==> src/rtl/core/ecf_pkg.sv <==
// ----------------------------------------------------------------------------
// Eased crossfade package
// Default widths and sequencer state type shared by the crossfade files.
// ----------------------------------------------------------------------------
package ecf_pkg;

  // Default sample width (signed Q1.15)
  localparam int unsigned SAMPLE_BITS_DEF   = 16;
  // Default fractional bits of the fade position (Q1.24)
  localparam int unsigned POS_FRAC_BITS_DEF = 24;

  // Sequencer states
  typedef enum logic [2:0] {
    ECF_IDLE,
    ECF_PREP,
    ECF_SQUARE,
    ECF_LOAD_CUBE,
    ECF_CUBE,
    ECF_LOAD_MIX,
    ECF_MIX,
    ECF_FINISH
  } ecf_state_e;

endpackage

==> src/rtl/core/eased_crossfade.sv <==
// ----------------------------------------------------------------------------
// Eased crossfade
// Cubic ease-in-out crossfade between an outgoing and an incoming sample.
// ----------------------------------------------------------------------------
// Usage:
//   Input channel (in_valid_i / in_stall_o) carries start_fade_i, prev_value_i
//   and curr_value_i; one transaction gives exactly one output transaction on
//   (out_valid_o / out_stall_i) with mixed_value_o and fade_active_o.
//   cfg_we_i writes cfg_wdata_i into the fade step (Q1.POSITION_FRAC_BITS);
//   write it only while no sample is in flight.
//   A fading sample runs three shift-add multiplies (u*u, sq*u, diff*ease)
//   through one serial multiplier, one multiplier bit per cycle. A fading
//   sample goes through PREP, SQUARE, LOAD_CUBE, CUBE, LOAD_MIX, MIX and
//   FINISH; a sample outside a fade goes straight to FINISH. FINISH loads
//   the output register that drives out_valid_o, and the next sample is
//   taken only once the sequencer is back in IDLE.
//   The result sits in an output register: the next sample is taken while it
//   waits, and the sequencer holds in its last state while the receiver
//   stalls and the register is still full.
//   Reset clears the fade step, the fade position and the fading flag.
// ----------------------------------------------------------------------------
module eased_crossfade
  import ecf_pkg::*;
#(
  parameter int unsigned SAMPLE_BITS        = SAMPLE_BITS_DEF,
  parameter int unsigned POSITION_FRAC_BITS = POS_FRAC_BITS_DEF
) (
  input  logic                          clk_i,
  input  logic                          rst_ni,
  // configuration
  input  logic                          cfg_we_i,
  input  logic [POSITION_FRAC_BITS:0]   cfg_wdata_i,
  // input channel
  input  logic                          in_valid_i,
  output logic                          in_stall_o,
  input  logic                          start_fade_i,
  input  logic signed [SAMPLE_BITS-1:0] prev_value_i,
  input  logic signed [SAMPLE_BITS-1:0] curr_value_i,
  // output channel
  output logic                          out_valid_o,
  input  logic                          out_stall_i,
  output logic signed [SAMPLE_BITS-1:0] mixed_value_o,
  output logic                          fade_active_o
);

  localparam int unsigned S  = SAMPLE_BITS;
  localparam int unsigned P  = POSITION_FRAC_BITS;
  localparam int unsigned N  = P + 1;                 // multiplier bits per pass
  localparam int unsigned AW = (P > S) ? P : S;       // multiplicand width
  localparam int unsigned PW = AW + N;                // product width
  localparam int unsigned CW = $clog2(N);
  localparam logic [P:0]  POS_ONE = {1'b1, {P{1'b0}}};

  // State
  ecf_state_e          state_q, state_d;
  logic [CW-1:0]       cnt_q, cnt_d;
  logic [AW-1:0]       a_q, a_d;
  logic [N-1:0]        b_q, b_d;
  logic [PW-1:0]       prod_q, prod_d;
  logic [P:0]          step_q;
  logic [P:0]          pos_q, pos_d;
  logic                fading_q, fading_d;
  logic [P-1:0]        u_q, u_d;
  logic                half_q, half_d;
  logic                neg_q, neg_d;
  logic [S-1:0]        prev_q, prev_d;
  logic [S-1:0]        curr_q, curr_d;
  logic                out_valid_q, out_valid_d;
  logic [S-1:0]        mixed_q, mixed_d;
  logic                active_q, active_d;
  logic                bypass_q, bypass_d;

  // Control
  logic                in_accept;
  logic                out_accept;
  logic                mul_step;
  logic                out_load;

  // Datapath helpers
  logic                fading_n;
  logic [P:0]          pos_base;
  logic [P+1:0]        pos_sum;
  logic [P:0]          pos_new;
  logic                pos_half;
  logic [P:0]          u_full;
  logic [AW:0]         mul_sum;
  logic [P:0]          core;
  logic [P:0]          ease;
  logic [S:0]          diff;
  logic [S:0]          diff_abs;
  logic [S:0]          term;
  logic [S+1:0]        mix_sum;
  logic [S-1:0]        mix_sat;

  assign in_accept  = in_valid_i && !in_stall_o;
  assign out_accept = out_valid_q && !out_stall_i;

  // Next state
  always_comb begin
    state_d = state_q;
    case (state_q)
      ECF_IDLE: begin
        if (in_accept) begin
          state_d = fading_n ? ECF_PREP : ECF_FINISH;
        end
      end
      ECF_PREP:      state_d = ECF_SQUARE;
      ECF_SQUARE: begin
        if (cnt_q == '0) state_d = ECF_LOAD_CUBE;
      end
      ECF_LOAD_CUBE: state_d = ECF_CUBE;
      ECF_CUBE: begin
        if (cnt_q == '0) state_d = ECF_LOAD_MIX;
      end
      ECF_LOAD_MIX:  state_d = ECF_MIX;
      ECF_MIX: begin
        if (cnt_q == '0) state_d = ECF_FINISH;
      end
      ECF_FINISH: begin
        if (!out_valid_q || !out_stall_i) state_d = ECF_IDLE;
      end
      default:       state_d = ECF_IDLE;
    endcase
  end

  // Sequencer outputs
  always_comb begin
    in_stall_o = 1'b1;
    mul_step   = 1'b0;
    out_load   = 1'b0;
    case (state_q)
      ECF_IDLE:   in_stall_o = 1'b0;
      ECF_SQUARE,
      ECF_CUBE,
      ECF_MIX:    mul_step = 1'b1;
      ECF_FINISH: out_load = !out_valid_q || !out_stall_i;
      default: begin
        in_stall_o = 1'b1;
      end
    endcase
  end

  // Start handling and position advance for the incoming transaction
  always_comb begin
    if (start_fade_i) begin
      fading_n = (step_q != '0);
      pos_base = (step_q != '0) ? '0 : pos_q;
    end else begin
      fading_n = fading_q;
      pos_base = pos_q;
    end
    pos_sum = {1'b0, pos_base} + {1'b0, step_q};
    pos_new = (pos_sum > {1'b0, POS_ONE}) ? POS_ONE : pos_sum[P:0];
  end

  // Fold the position about one half
  assign pos_half = pos_q[P] | pos_q[P-1];
  assign u_full   = pos_half ? (POS_ONE - pos_q) : pos_q;

  // One shift-add step of the serial multiplier
  assign mul_sum = {1'b0, prod_q[PW-1:N]} + (b_q[0] ? {1'b0, a_q} : '0);

  // Ease from the cube, and the magnitude of the sample difference
  always_comb begin
    core     = (P+1)'(prod_q[P +: AW]) << 2;
    ease     = half_q ? (POS_ONE - core) : core;
    diff     = {curr_q[S-1], curr_q} - {prev_q[S-1], prev_q};
    diff_abs = diff[S] ? (~diff + 1'b1) : diff;
  end

  // Round the mix term, add to the outgoing sample and saturate
  always_comb begin
    term    = {1'b0, prod_q[P +: S]} + (S+1)'(prod_q[P-1]);
    mix_sum = neg_q ? ({{2{prev_q[S-1]}}, prev_q} - {1'b0, term})
                    : ({{2{prev_q[S-1]}}, prev_q} + {1'b0, term});
    if ((mix_sum[S+1] == mix_sum[S]) && (mix_sum[S] == mix_sum[S-1])) begin
      mix_sat = mix_sum[S-1:0];
    end else if (mix_sum[S+1]) begin
      mix_sat = {1'b1, {(S-1){1'b0}}};
    end else begin
      mix_sat = {1'b0, {(S-1){1'b1}}};
    end
  end

  // Datapath next values
  always_comb begin
    cnt_d       = cnt_q;
    a_d         = a_q;
    b_d         = b_q;
    prod_d      = prod_q;
    pos_d       = pos_q;
    fading_d    = fading_q;
    u_d         = u_q;
    half_d      = half_q;
    neg_d       = neg_q;
    prev_d      = prev_q;
    curr_d      = curr_q;
    mixed_d     = mixed_q;
    active_d    = active_q;
    out_valid_d = out_valid_q;

    // take the incoming transaction and update the fade state
    if (in_accept) begin
      prev_d = prev_value_i;
      curr_d = curr_value_i;
      if (fading_n) begin
        pos_d    = pos_new;
        fading_d = (pos_new != POS_ONE);
      end else begin
        fading_d = 1'b0;
      end
    end

    case (state_q)
      ECF_PREP: begin
        u_d    = u_full[P-1:0];
        half_d = pos_half;
        a_d    = AW'(u_full[P-1:0]);
        b_d    = N'(u_full[P-1:0]);
        prod_d = '0;
        cnt_d  = CW'(N - 1);
      end
      ECF_LOAD_CUBE: begin
        a_d    = prod_q[P +: AW];
        b_d    = N'(u_q);
        prod_d = '0;
        cnt_d  = CW'(N - 1);
      end
      ECF_LOAD_MIX: begin
        a_d    = AW'(diff_abs[S-1:0]);
        b_d    = ease;
        neg_d  = diff[S];
        prod_d = '0;
        cnt_d  = CW'(N - 1);
      end
      default: begin
        cnt_d = cnt_q;
      end
    endcase

    // advance the multiplier by one bit
    if (mul_step) begin
      prod_d = {mul_sum, prod_q[N-1:1]};
      b_d    = b_q >> 1;
      cnt_d  = cnt_q - 1'b1;
    end

    // drop the delivered result, then load a new one
    if (out_accept) out_valid_d = 1'b0;
    if (out_load) begin
      out_valid_d = 1'b1;
      mixed_d     = bypass_q ? curr_q : mix_sat;
      active_d    = fading_q;
    end
  end

  // A sample outside a fade skips the multiplies and passes curr through
  assign bypass_d = in_accept ? !fading_n : bypass_q;

  // Control registers
  always_ff @(posedge clk_i or negedge rst_ni) begin
    if (!rst_ni) begin
      state_q     <= ECF_IDLE;
      cnt_q       <= '0;
      step_q      <= '0;
      pos_q       <= '0;
      fading_q    <= 1'b0;
      out_valid_q <= 1'b0;
      bypass_q    <= 1'b1;
    end else begin
      state_q     <= state_d;
      cnt_q       <= cnt_d;
      pos_q       <= pos_d;
      fading_q    <= fading_d;
      out_valid_q <= out_valid_d;
      bypass_q    <= bypass_d;
      if (cfg_we_i) step_q <= cfg_wdata_i;
    end
  end

  // Payload registers
  always_ff @(posedge clk_i) begin
    a_q      <= a_d;
    b_q      <= b_d;
    prod_q   <= prod_d;
    u_q      <= u_d;
    half_q   <= half_d;
    neg_q    <= neg_d;
    prev_q   <= prev_d;
    curr_q   <= curr_d;
    mixed_q  <= mixed_d;
    active_q <= active_d;
  end

  assign out_valid_o   = out_valid_q;
  assign mixed_value_o = mixed_q;
  assign fade_active_o = active_q;

endmodule

==> config.mk <==
export PLATFORM = sky130hd
export DESIGN_NAME = eased_crossfade
export DESIGN_NICKNAME = d
export VERILOG_FILES = /design/src/rtl/core/ecf_pkg.sv /design/src/rtl/core/eased_crossfade.sv
export SDC_FILE = /design/constraint.sdc
export NUM_CORES = 1
export LEC_CHECK = 0
export BUFFER_PORTS_ARGS = -buffer_cell sky130_fd_sc_hd__buf_2
export CORE_MARGIN = 4
export CORE_UTILIZATION = 50
export CTS_BUF_LIST = sky130_fd_sc_hd__clkbuf_8
export DETAILED_ROUTE_END_ITERATION = 7
export HOLD_SLACK_MARGIN = 0.02
export PLACE_DENSITY = 0.76
export SKIP_LAST_GASP = 1
export SYNTH_ARGS = -nofsm -noshare
export SYNTH_HDL_FRONTEND = slang
export SYNTH_SLANG_ARGS = --single-unit
export TNS_END_PERCENT = 100
==> constraint.sdc <==
create_clock -name clk_i -period 4.9 [get_ports clk_i]
set_clock_uncertainty 0.1 [all_clocks]
set_input_delay 0.735 -clock clk_i [delete_from_list [all_inputs] [get_ports clk_i]]
set_output_delay 0.735 -clock clk_i [all_outputs]
set_load 0.02 [all_outputs]
After elaboration in Yosys (flattened, before gate mapping)
Cells that the tools add are included.
W data, S select, Z words.
{"block": "word_totals", "ff_bits": 234}
{"block": "op_classes", "order_cmp": 1, "add_sub_neg": 10, "n_eq_ne": 15, "muxes": 32, "n_reduce_logical": 18, "bitwise_logic": 2}
{"op": "$mux W25", "count": 4}
{"op": "$mux W49", "count": 2}
{"op": "$pmux W25 S3", "count": 1}
{"op": "$mux W24", "count": 3}
{"op": "$pmux W24 S3", "count": 1}
{"op": "$mux W16", "count": 4}
{"op": "$add A25 B25 Y26", "count": 1}
{"op": "$gt A26 B25 Y1 const B", "count": 1}
{"op": "$add A24 B24 Y25", "count": 1}
{"op": "$ne A25 B25 Y1 const B", "count": 1}
{"op": "$reduce_bool A25 Y1", "count": 1}
{"op": "$sub A25 B25 Y25 const A", "count": 1}
{"op": "$pmux W3 S8", "count": 1}
{"op": "$sub A1 B24 Y24 const A", "count": 1}
{"op": "$add A18 B17 Y18", "count": 1}
{"op": "$mux W18", "count": 1}
{"op": "$mux W3", "count": 6}
{"op": "$sub A18 B17 Y18", "count": 1}
{"op": "$add A16 B1 Y17", "count": 1}
{"op": "$sub A16 B16 Y17", "count": 1}
{"op": "$add A16 B1 Y16 const B", "count": 1}
{"op": "$not A16 Y16", "count": 1}
{"op": "$eq A3 B3 Y1 const B", "count": 4}
{"op": "$mux W5", "count": 2}
{"op": "other kinds (18)", "count": 36}

Logic depth before layout (Yosys ltp)
{"block": "logic_depth", "word_depth": 8, "ltp_mapped": 20, "depth_no_buf": 18}

Worst setup path before layout
No wires, ideal clock.
{"block": "synth_path", "path_kind": "in2reg", "from": "in in_valid_i", "to": "reg fading_q", "stages": 6, "n_path_buf": 1, "path_slack_ns": -0.215, "t_required_ns": 4.708, "setup_time_ns": 0.092, "t_arrival_ns": 4.923, "path_cell_list": "nand2b_1 > nor3_1 > nand2_1 > a2111oi_4 > buf_6 > o21bai_1"}
{"block": "synth_via", "elab_chain_cells": 1}
{"item": "start: declaration", "line_no": "eased_crossfade.sv:34", "rtl": "input logic in_valid_i,"}
{"item": "$logic_and A1 B1 Y1", "line_no": "eased_crossfade.sv:95", "rtl": "assign in_accept = in_valid_i && !in_stall_o;"}
{"item": "net in_accept", "line_no": "eased_crossfade.sv:74", "rtl": "logic in_accept;"}
{"item": "end signal: assignment", "line_no": "eased_crossfade.sv:274", "rtl": "fading_q <= fading_d;"}
{"item": "end: declaration", "line_no": "eased_crossfade.sv:62", "rtl": "logic fading_q, fading_d;"}
The timed path passes the listed nets, and every way through them passes these cells.
A chain may end at the register's enable or synchronous reset.

Worst setup path in the final report
{"block": "layout_path", "from": "reg prod_q[24]", "to": "reg mixed_q[0] (netlist: mixed_value_o[0]), data pin"}
{"block": "layout_via", "elab_chain_cells": 7, "elab_cells_between_ends": 10, "classes_between": "add/sub (3); eq/ne (2); mux (4); reduce/logical (1)"}
{"item": "start: declaration", "line_no": "eased_crossfade.sv:59", "rtl": "logic [PW-1:0] prod_q, prod_d;"}
{"item": "start signal: assignment", "line_no": "eased_crossfade.sv:285", "rtl": "prod_q <= prod_d;"}
{"item": "$add A16 B1 Y17 *", "line_no": "eased_crossfade.sv:173", "rtl": "term = {1'b0, prod_q[P +: S]} + (S+1)'(prod_q[P-1]);"}
{"item": "$add A18 B17 Y18 / $sub A18 B17 Y18 (equally long branches)", "line_no": "eased_crossfade.sv:175, eased_crossfade.sv:174"}
{"item": "$mux W18 *", "line_no": "eased_crossfade.sv:174", "rtl": "mix_sum = neg_q ? ({{2{prev_q[S-1]}}, prev_q} - {1'b0, term})"}
{"item": "$eq A1 B1 Y1", "line_no": "eased_crossfade.sv:176", "rtl": "if ((mix_sum[S+1] == mix_sum[S]) && (mix_sum[S] == mix_sum[S-1])) begin"}
{"item": "$logic_and A1 B1 Y1", "line_no": "eased_crossfade.sv:176"}
{"item": "$mux W16 *", "line_no": "eased_crossfade.sv:176"}
{"item": "$mux W16 *", "line_no": "eased_crossfade.sv:252", "rtl": "mixed_d = bypass_q ? curr_q : mix_sat;"}
{"item": "end signal: assignment", "line_no": "eased_crossfade.sv:291", "rtl": "mixed_q <= mixed_d;"}
{"item": "end: declaration", "line_no": "eased_crossfade.sv:69", "rtl": "logic [S-1:0] mixed_q, mixed_d;"}
Mark *: on every way between the ends. The rest lies on a longest branch, timed or not.

==> summary.md <==
STA classifies the critical path startpoint as a register. The tools report the largest voltage drop on the vdd net as 0.0003064 V. The post-synthesis average cell area was 9.782 µm²; the period utilization was 95.29%. Counting I/O delays and the setup requirement, the final critical path takes 4.669 ns. CTS saw 211 sinks. Type of the worst min-delay path: in -> async.

The floorplan step set the die width to 178.7 µm. After filler insertion, the fill cell instance count of the layout stands at 2526. The data required time at the worst endpoint is 5.08 ns. Walking the worst path, the cells encountered are ha_4 > ha_4 > xor2_1 > nor3_1 > a21boi_1 > a31oi_1 > xnor2_1 > ha_1 > a21o_1 > a2111oi_0 > o21ai_1 > a311oi_2 > a21oi_1 > xor2_1 > or2_2 > a21oi_2 > buf_6 > a22oi_1. CTS H-tree depth: 2. Cells with a size suffix above 1 make up 14.61% of the layout. Summed over all instances, the cell type with the most area after synthesis is edfxtp_1. The count of boundary I/O pins is 82, and the count of buffers from port buffering is 81. The final layout contains routed wiring with a total length of 36880 µm. After detailed placement, the total cell area comes to 0.01539 mm².

The worst pin sits at a relative slew slack of 21.21%. For this run, the post-layout net count is 1738. Worst setup slack after placement: 0.08090 ns.

The tools report the remaining design rule violation count as 0. Timing would allow up to 214.2 MHz. The total area inside the core boundary comes to 0.02870 mm². The area share of the leading cell type in the synthesized netlist is 30.70%. For the via count of the first global-routing pass, the log shows 11350. The wire length of the first global-routing pass was 58680 µm; the detailed-route via count was 11780.

The pin count of the biggest net entering global routing was 62. The antenna cell count was 0. In the synthesized netlist the async set-or-reset flop fraction comes to 28.91%. Among all flip-flop cells after synthesis, the most frequent one is edfxtp_1. Category of the most critical setup path: reg -> reg.

The number of buffers between clock root and the deepest sink was 3; the via density per instance was 5.915. The total instance count after detailed placement is 1916. The power density over the cells works out to 667.9 mW/mm². The clock root buffer master is clkbuf_8. The number of antenna violations at the first check in global routing came out at 0. TritonCTS built the clock tree. Cells fill 56.61% of the core in the end. The post-synthesis instance total came out at 1490. Yosys mapped a number of flops with a built-in enable equal to 149. The tools report the static power due to leakage as 6.692 nW. The number of warnings printed during yosys synthesis was 0; the half-perimeter wire length of the detailed placement result was 27250 µm. Max-cap violations in this run came to 0.

The global placer's final weighted congestion is 0.9150. Along the worst path, the maximum fanout reaches 15. The synthesis-to-layout area growth was 11.48%; the number of buffers inserted during clock tree synthesis was 38. STA classifies the critical path endpoint as a register.

For the worst setup path, the data arrival time is 4.85 ns. The run gives 0 as the number of nets with antenna violations after detailed routing. Counting every net in the synthesized netlist gives 1647.

Summed over all layers, the global routing overflow is 0. The run gives 0.01458 mm² as the combined area of all synthesized cells. The clock transition at the registers of the reported paths was 0.06 ns; the count of distinct cell types in the synthesized netlist was 87.

The run finished with clean final reports. The logs give 0 for the total count of hold-check failures in the final report and 0 for the final-report max-slew violation count. Setup slack on the critical path of the routed design comes to 0.2307 ns.

The total global routing track utilization came out at 22.83%. In this run, the number of DRC markers left after iteration 0 of detailed routing was 984. Yosys attributes the largest share of cell area to edfxtp_1 31%, dfrtp_1 10%, ha_1 7.7%. After floorplanning, the core was divided into 62 placement rows. The proportion of synthesized chip area in sequential cells was 41.32%; the slew of the pin with the lowest slew margin was 1.182 ns. The delay of the slowest cell on the worst path came out at 0.43 ns. The slowest stage of the critical path belongs to the cell edfxtp_1. The number of endpoints failing setup at the final stage is 0, and the starting utilization of the core area is 50.78%. The tools report the final-layout worst hold slack as 0.2396 ns.

In the final routed layout, each cell accounts on average for 18.51 µm. The count of state elements after synthesis came out at 211. The first detailed-routing pass ran for 5 iterations. The finished layout holds 1992 standard cells, fillers aside. The die outline area was 0.03195 mm²; the power after layout was 10.85 mW. The clock reaches the later pin of the worst-skew pair after 0.57 ns.

Measured along the y axis, the die boundary spans 178.7 µm. Setup total negative slack on the finished layout was measured at 0 ns. The finished cells cover 0.01625 mm².
==> worst max-delay path: cells and delay by family (launching register included) <==
family	cells	cell delay, ns
compound gates	9	1.84
xor+xnor	3	0.56
simple gates	2	0.53
buf+inv	1	0.21
fa+ha+maj	3	0.71
flops	1	0.43
==> placed cells by master, fill, tap and decap left out, types with 39 or more instances in the layout <==
cell	n
clkbuf_8	39
buf_2	81
and2_1	68
xnor2_1	88
ha_1	88
o21ai_0	95
dfrtp_1	60
xor2_1	54
a21oi_1	89
edfxtp_1	149
nand2_1	100
nor2_1	99
inv_1	84
==> power breakdown <==
part           leakage, nW  switching, mW  total [mW]  internal, mW
Combinational         4.08           3.40        5.83          2.43
Clock                0.423          0.765        1.62         0.851
Sequential            2.19          0.599        3.41          2.81
==> flip-flops by register name (all words and copies together), names as in the netlist <==
register and flops:
neg_q 1, bypass_q 1, fade_active_o 1, u_q 24, prod_q 26, state_q 3
out_valid_o 1, step_q 25, curr_q 16, cnt_q 5, prev_q 16, mixed_value_o 16
fading_q 1, a_q 24, b_q 25, half_q 1, pos_q 25
==> synthesized netlist by cell type, types with 5 or more instances <==
master	instances
o22ai_1	7
o21bai_1	8
nand2_1	100
nor3_1	25
and2_1	69
a22oi_1	7
buf_2	7
a21oi_2	10
nand3_1	27
nor2b_1	26
mux2i_1	5
clkbuf_1	43
a221oi_1	17
a211oi_1	10
xor2_1	54
mux2_2	28
o21ai_0	96
o31ai_1	8
a21o_1	28
nor2_1	102
nor4_1	15
a22o_1	27
a211o_1	6
nand4_1	14
a21oi_1	90
xnor2_1	88
and3_1	19
ha_1	90
inv_1	68
or3_1	11
o211ai_1	11
o21a_1	15
o21ai_1	23
or4_1	5
a31oi_1	14
nand2b_1	13
dfrtp_1	60
edfxtp_1	149
or2_2	7
==> path summary, 6_finish.rpt <==
path	from	end	slack, ns	cells past startpoint
worst max-delay path	prod_q[24]	mixed_value_o[0]	0.23	18
worst min-delay path	rst_ni	step_q[8]	0.24	2
worst max register to register	prod_q[24]	mixed_value_o[0]	0.23	18
worst min register to register	fading_q	fade_active_o	0.35	0
max in group asynchronous	rst_ni	pos_q[21]	3.96	2
min in group clk_i	curr_value_i[0]	curr_q[0]	0.25	1
==> metal layers <==
metal	vias to the layer above	GRT usage, %	routed length (µm)
li1	5695	-	-
met1	5596	30.15	15580
met2	406	38.42	17740
met3	85	3.458	2272
met4	0	7.995	1285
met5	-	0	0
==> final cells by class <==
class | instances | area, µm² | area share, %
Inverter | 68 | 255.2 | 1.571
Clock inverter | 28 | 183.9 | 1.132
Multi-Input combinational cell | 1150 | 8112 | 49.92
Sequential cell | 211 | 6022 | 37.06
Clock buffer | 39 | 536.8 | 3.304
Timing Repair Buffer | 112 | 658.1 | 4.051
Tap cell | 384 | 480.5 | 2.957
==> cells by family after synthesis <==
| group | Yosys count | synth area share, % |
|---|---|---|
| buffers and inverters | 129 | 3.597 |
| AND/OR/NAND/NOR | 457 | 16.24 |
| AO/OA/AOI/OAI | 423 | 19.42 |
| flip-flops | 211 | 41.32 |
| adder cells (fa/ha/maj) | 94 | 8.275 |
| XOR/XNOR | 143 | 8.645 |
| multiplexers | 33 | 2.507 |
==> timing repair <==
action,CTS,global route
resized for setup,0,15
setup buffers,0,9
endpoints found under the setup margin,0,16
hold buffers,0,0
Note: power is estimated with default switching activity, not from simulation.
